`src/design/chks_pkg.sv`:
```
`timescale 1ns / 1ps
package chks_pkg;
	localparam int BUCKETS_DEF = 251;
	localparam int NODES_DEF = 256;
	localparam int KEY_BITS_DEF = 32;
	localparam int QDEPTH_DEF = 2;

	typedef enum logic [1:0] {
		CMD_ADD = 2'd0,
		CMD_REMOVE = 2'd1,
		CMD_LOOKUP = 2'd2,
		CMD_CLEAR = 2'd3
	} cmd_t;

	typedef enum logic [1:0] {
		ST_OK = 2'd0,
		ST_NOT_FOUND = 2'd1,
		ST_FULL = 2'd2
	} status_t;

	typedef enum logic [3:0] {
		BK_IDLE,
		BK_SWEEP,
		BK_HEAD,
		BK_HEAD_W,
		BK_ADD_TAIL,
		BK_ADD_FREE,
		BK_WALK,
		BK_WALK_W,
		BK_UNLINK,
		BK_UNLINK_W,
		BK_DONE
	} bk_state_t;
endpackage

```
`src/design/chks_front.sv`:
```
`timescale 1ns / 1ps
module chks_front #(
	parameter int KEY_BITS = chks_pkg::KEY_BITS_DEF,
	parameter int DEPTH = chks_pkg::QDEPTH_DEF
) (
	input logic clk,
	input logic arst_n,
	input logic s_tvalid,
	output logic s_tready,
	input logic [39:0] s_tdata,
	output logic q_valid,
	input logic q_ready,
	output chks_pkg::cmd_t q_cmd,
	output logic [KEY_BITS-1:0] q_key
);
	import chks_pkg::*;
	localparam int AW = (DEPTH > 1) ? $clog2(DEPTH) : 1;

	logic [1:0] cmd_mem [DEPTH];
	logic [KEY_BITS-1:0] key_mem [DEPTH];
	logic [AW-1:0] wp_q, rp_q;
	logic [AW:0] cnt_q;
	logic push, pop;
	logic [63:0] kx;

	assign kx = {32'd0, s_tdata[33:2]};
	assign s_tready = (cnt_q != (AW+1)'(DEPTH));
	assign q_valid = (cnt_q != '0);
	assign push = s_tvalid && s_tready;
	assign pop = q_valid && q_ready;
	assign q_cmd = cmd_t'(cmd_mem[rp_q]);
	assign q_key = key_mem[rp_q];

	always_ff @(posedge clk) begin
		if (push) begin
			cmd_mem[wp_q] <= s_tdata[1:0];
			key_mem[wp_q] <= (s_tdata[1:0] == CMD_CLEAR) ? '0 : kx[KEY_BITS-1:0];
		end
	end

	always_ff @(posedge clk or negedge arst_n) begin
		if (!arst_n) begin
			wp_q <= '0;
			rp_q <= '0;
			cnt_q <= '0;
		end else begin
			if (push) wp_q <= (wp_q == AW'(DEPTH-1)) ? '0 : wp_q + 1'b1;
			if (pop) rp_q <= (rp_q == AW'(DEPTH-1)) ? '0 : rp_q + 1'b1;
			cnt_q <= cnt_q + (AW+1)'(push) - (AW+1)'(pop);
		end
	end

	a_cnt: assert property (@(posedge clk) disable iff (!arst_n)
		cnt_q <= (AW+1)'(DEPTH)) else $error("queue overflow");
	a_pop: assert property (@(posedge clk) disable iff (!arst_n)
		pop |-> cnt_q != '0) else $error("pop empty");
	a_push: assert property (@(posedge clk) disable iff (!arst_n)
		push && !pop |=> cnt_q == $past(cnt_q) + 1'b1) else $error("push lost");
endmodule

```
`config.mk`:
```
export PLATFORM = sky130hd
export DESIGN_NAME = chks_front
export DESIGN_NICKNAME = d
export VERILOG_FILES = /design/src/design/chks_pkg.sv /design/src/design/chks_front.sv
export SDC_FILE = /design/constraint.sdc
export NUM_CORES = 1
export LEC_CHECK = 0
export ABC_AREA = 1
export BUFFER_PORTS_ARGS = -buffer_cell sky130_fd_sc_hd__buf_2
export CAP_MARGIN = 20
export CORE_MARGIN = 5
export CORE_UTILIZATION = 45
export DETAILED_ROUTE_END_ITERATION = 8
export MAX_ROUTING_LAYER = met4
export PLACE_DENSITY = 0.71
export SYNTH_ARGS = -nofsm -noshare
export SYNTH_HDL_FRONTEND = slang
export SYNTH_SLANG_ARGS = --single-unit
```
`constraint.sdc`:
```
create_clock -name clk -period 5.3 [get_ports clk]
set_clock_uncertainty 0.2 [all_clocks]
set_input_delay 0.265 -clock clk [delete_from_list [all_inputs] [get_ports clk]]
set_output_delay 0.265 -clock clk [all_outputs]
set_load 0.05 [all_outputs]
```
**Word level (Yosys, flattened, before mapping)**

Memories as Yosys holds them, arrays and structs flattened.
Cells that the tools add are included.

- $add $sub $neg: 4
- Equal/unequal tests: 2
- Multiplexer cells: 5
- Reductions and logical operators: 3

Operator list:

| kind | count |
|---|---|
| $mux W32 | 1 |
| $mux W1 | 4 |
| $add A1 B1 Y1 const B | 2 |
| $add A2 B1 Y2 | 1 |
| $eq A2 B2 Y1 const B | 1 |
| $logic_and A1 B1 Y1 | 2 |
| $ne A2 B2 Y1 const B | 1 |
| $reduce_bool A2 Y1 | 1 |
| $sub A2 B1 Y2 | 1 |

- Flip-flop bits (word level): 4
- RAM bits: 68
- Input port bits: 44
- Output and inout bits: 36
- Memories: 2

Memories:

| memory | depth | bits a word | read ports | clocked after Yosys merged registers in | wr ports | line | text |
|---|---|---|---|---|---|---|---|
| key_mem | 2 | 32 | 1 | 0 | 1 | chks_front.sv:20 | `logic [KEY_BITS-1:0] key_mem [DEPTH];` |
| cmd_mem | 2 | 2 | 1 | 0 | 1 | chks_front.sv:19 | `logic [1:0] cmd_mem [DEPTH];` |

**Longest topological paths before layout**

- Depth after elaboration: 4
- Mapped depth: 12
- Gate-level depth less buffers: 12

**Least setup slack after synthesis**

OpenSTA, ideal clock, no wires.

- Path type: reg-to-reg
- Start point: register cnt_q[1]
- End point: memory cmd_mem[0][0], enable pin
- Setup time: 0.425 ns
- Arrival time: 2.237 ns
- Required time: 4.675 ns
- Path slack: 2.438 ns
- Stages on the path, launching flop included: 4
- Path buffers: 0
- Path through: dfrtp_1 > nand2_2 > nand2_4 > nor2_1

- Word-level cells in the longest chain between the ends: 4

Ends and longest elaborated chain:

| element | line | text |
|---|---|---|
| start, declared | chks_front.sv:22 | `logic [AW:0] cnt_q;` |
| start signal, assigned | chks_front.sv:49 | `cnt_q <= cnt_q + (AW+1)'(push) - (AW+1)'(pop);` |
| $ne A2 B2 Y1 | chks_front.sv:27 | `assign s_tready = (cnt_q != (AW+1)'(DEPTH));` |
| via s_tready | chks_front.sv:9 | `output logic s_tready,` |
| $logic_and A1 B1 Y1 | chks_front.sv:29 | `assign push = s_tvalid && s_tready;` |
| $mux W1 | chks_front.sv:35 | `if (push) begin` |
| $mux W1 (not written as such) | chks_front.sv:36 | `cmd_mem[wp_q] <= s_tdata[1:0];` |
| end, declared | chks_front.sv:19 |  |

The timed path passes the listed nets, and every way through them passes these cells.

**Worst setup path after layout**

- Start point: register rp_q
- End point: output port q_key[31]

- Word-level cells in the longest chain between the ends: 1

Ends and longest elaborated chain:

| element | line | text |
|---|---|---|
| start, declared | chks_front.sv:21 | `logic [AW-1:0] wp_q, rp_q;` |
| start signal, assigned | chks_front.sv:48 | `if (pop) rp_q <= (rp_q == AW'(DEPTH-1)) ? '0 : rp_q + 1'b1;` |
| $mem_v2 Z2 W32 | n/a |  |
| end, declared | chks_front.sv:14 | `output logic [KEY_BITS-1:0] q_key` |

No other way between the ends.

==> insert_results.sql <==
INSERT INTO impl_metrics (metric_group, metric, value, unit) VALUES
('status', 'status', 'finished, final reports clean', ''),
('power', 'total_power_divided_by_cell_area', '651', 'mW/mm^2'),
('global_routing', 'grt_util_met2', '24.3', '%'),
('global_routing', 'grt_first_pass_wirelength', '9040', 'um'),
('worst_hold_path', 'holdPathStages', '3', ''),
('critical_path', 'setup.worst_path.end_class', 'primary output', ''),
('cts', 'clock_sinks', '72', ''),
('placed_design', 'dpl.cell_count', '419', ''),
('power', 'max-vdd-ir-drop', '0.000342', 'V'),
('layout', 'layout.cell_area.non_filler', '0.00372', 'sq mm'),
('synth', 'synth_seq_area_share', '71.4', '%'),
('route', 'route.antenna.remaining_nets', '0', ''),
('timing', 'drv_slew', '0', ''),
('global_routing', 'global_route_track_usage_on_met1', '15.6', '%'),
('route', 'drcViolationCount', '0', ''),
('critical_path', 'path_max_fanout', '35', ''),
('cts', 'clock_latency', '0.32', 'ns'),
('critical_path', 'rr_startpoint', 'cnt_q[1]', ''),
('cts', 'cts_tree', 'done', ''),
('die', 'die-width', '91.7', 'um'),
('route', 'num_vias', '2029', ''),
('global_routing', 'grt_pass1_vias', '2044', ''),
('cts', 'clkTransAtPathRegs', '0.07', 'ns'),
('route', 'routed_via_density', '4.61', ''),
('synth', 'synth_cell_type_count', '17', ''),
('cts', 'clk_path_buf_depth', '2', ''),
('layout', 'fill_cells', '546', ''),
('die', 'floorplan.die_area', '0.00840', 'sq mm'),
('synth', 'synthesized_instance_count', '278', ''),
('synth', 'post_synthesis_cell_area', '0.00300', 'sq mm'),
('global_routing', 'initial_antenna_violation_count', '0', ''),
('critical_path', 'critical_path_class', 'reg -> out', ''),
('layout', 'layout.cells.non_filler', '440', ''),
('critical_path', 'regToRegSetupSlack', '3.27', 'ns'),
('timing', 'setup_total_negative_slack', '0', 'ns'),
('timing', 'setup-violations-final', '0', ''),
('global_routing', 'globalRouteTotalUtil', '14.2', '%'),
('placed_design', 'port-buffer-count', '73', ''),
('placed_design', 'dp_hpwl', '3330', 'um'),
('layout', 'area.growth.synth_to_final', '24.1', '%'),
('power', 'leakagePower', '1.77', 'nW'),
('layout', 'layout-drive-gt1-share', '27.0', '%'),
('synth', 'synth_seq_cells', '72', ''),
('global_routing', 'global_route.usage.met3', '3.19', '%'),
('critical_path', 'cp_data_required_time', '4.84', 'ns'),
('worst_hold_path', 'worst_hold_path.endpoint', 'wp_q', ''),
('synth', 'ys.warnings.count', '0', ''),
('critical_path', 'crit_arrival', '1.99', 'ns'),
('flow_run', 'cap_viol_max_count', '0', ''),
('global_routing', 'grt_busiest_layer', 'met2', ''),
('placed_design', 'replace_congestion', '0.711', ''),
('cts', 'cts-buffers-inserted', '9', ''),
('timing', 'report.final.hold_viol_count', '0', ''),
('timing', 'max_slew_margin', '32.7', '%'),
('timing', 'maxClockFrequency', '407', 'MHz'),
('route', 'drt-pass1-iter-count', '4', ''),
('layout', 'n_antenna_cell', '0', ''),
('critical_path', 'start_kind', 'register', ''),
('cts', 'clockRootBuffer', 'sky130_fd_sc_hd__clkbuf_8', ''),
('route', 'post_drt_wl_per_cell', '12.8', 'um'),
('die', 'initial_utilization', '46.7', '%'),
('synth', 'synthesis.area_per_instance', '10.8', 'sq um'),
('die', 'core_region_area', '0.00642', 'sq mm'),
('synth', 'synthesis.nets', '323', ''),
('worst_hold_path', 'hold_path.startpoint', 's_tvalid', ''),
('timing', 'transition_time_at_the_pin_with_the_least_slew_margin', '1.01', 'ns'),
('layout', 'finish.net_count', '403', ''),
('global_routing', 'gr-total-overflow', '0', ''),
('route', 'first_iter_violations', '49', ''),
('timing', 'grt_setup_unrepaired', 'false', ''),
('timing', 'layout_worst_path_cycle_share', '46.4', '%'),
('critical_path', 'worstReg2RegEnd', 'key_mem[0][6]', ''),
('placed_design', 'dp_area', '0.00340', 'sq mm'),
('timing', 'timing.final.crit_period', '2.46', 'ns'),
('worst_hold_path', 'min-delay-path-class', 'in -> reg', ''),
('die', 'io_pins', '80', ''),
('global_routing', 'grt_start_max_net_pins', '36', ''),
('critical_path', 'worst_reg2reg_path_depth', '3', ''),
('cts', 'cts_htree_levels', '3', ''),
('die', 'chipHeight', '91.7', 'um'),
('route', 'totalWireLength', '5620', 'um'),
('die', 'rows', '29', '');
==> worst max-delay path by stage <==
stage | slack, ns | start | cells past startpoint | end
after floorplan | 2.44 | cnt_q[1] | 3 | cmd_mem[0][0]
after global placement | 3.17 | rp_q | 5 | q_key[31]
after detailed placement | 3.18 | rp_q | 5 | q_key[31]
after CTS | 2.82 | rp_q | 5 | q_key[31]
after global routing | 2.68 | rp_q | 5 | q_key[19]
final | 2.84 | rp_q | 5 | q_key[31]
==> per-stage QoR <==
step	setup WS, ns	utilization [%]	hold slack, ns	total power [W]
after detailed placement	3.18	53.0	-0.125	0.00192
after global routing	2.68	58.0	0.0516	0.00255
after CTS	2.82	57.1	0.0311	0.00243
after floorplan	2.44	-	-0.231	0.00170
final	2.84	58.0	0.0482	0.00242
after global placement	3.17	53.0	-0.126	0.00191
==> sequential cells by signal, summed over array words and instances, names as in the netlist <==
name     cells
cnt_q        2
rp_q         1
key_mem     64
wp_q         1
cmd_mem      4
==> cell usage after synthesis (all sizes together) <==
cell type	n	area (sq um)
ha	1	12.5
nor2	37	146
dfrtp	4	100
xor2	1	8.76
edfxtp	68	2040
nand3	2	10.0
inv	41	159
a21oi	1	5.00
nand2	112	433
buf	10	78.8
o21ai	1	5.00
==> cells by family after synthesis <==
family | count (synthesis) | synth area share, %
AND/OR/NAND/NOR | 151 | 19.6
AO/OA/AOI/OAI | 2 | 0.333
buffers and inverters | 51 | 7.92
XOR/XNOR | 1 | 0.292
adder cells (fa/ha/maj) | 1 | 0.417
flip-flops | 72 | 71.4
==> worst max-delay path, stage by stage (launching register included) <==
cell                      delay, ns
sky130_fd_sc_hd__dfrtp_1       0.73
sky130_fd_sc_hd__buf_4         0.38
sky130_fd_sc_hd__inv_6         0.16
sky130_fd_sc_hd__nand2_1       0.09
sky130_fd_sc_hd__nand2_1       0.06
sky130_fd_sc_hd__buf_2         0.21
==> where the power goes <==
group	switching [W]	total (W)	internal [W]
clock	0.000193	0.000504	0.000311
combinational	0.000852	0.00107	0.000223
sequential	0.0000602	0.000845	0.000785
==> repair_timing <==
| action | in CTS | in global routing |
|---|---|---|
| endpoints found under the hold margin | 8 | 0 |
| setup buffers | 0 | 0 |
| gates resized for setup | 0 | 0 |
| hold buffers | 3 | 0 |
| setup endpoints to repair | 0 | 0 |
==> layout by cell type, fill, tap and decap left out, types with 3 or more instances in the layout <==
cell type                       instances
sky130_fd_sc_hd__inv_1                 40
sky130_fd_sc_hd__buf_2                 73
sky130_fd_sc_hd__edfxtp_1              68
sky130_fd_sc_hd__nand2_1              109
sky130_fd_sc_hd__dlygate4sd3_1          3
sky130_fd_sc_hd__dfrtp_1                4
sky130_fd_sc_hd__nor2_1                33
sky130_fd_sc_hd__bufinv_16              3
sky130_fd_sc_hd__clkbuf_8               9
==> per-layer routing <==
layer	wire length [um]	part of all wire (%)
met5	0	0
met4	78	1.4
met1	2310	41
met2	2930	52
met3	291	5.2
==> area by class of cell <==
type	count	area (sq um)	share of cell area, %
tap	77	96.3	2.59
clock inverter	6	108	2.89
timing repair buffer	79	458	12.3
clock buffer	10	128	3.43
multi-input combinational	155	633	17.0
sequential	72	2140	57.5
inverter	41	159	4.27
(Power assumes the default switching activity.)
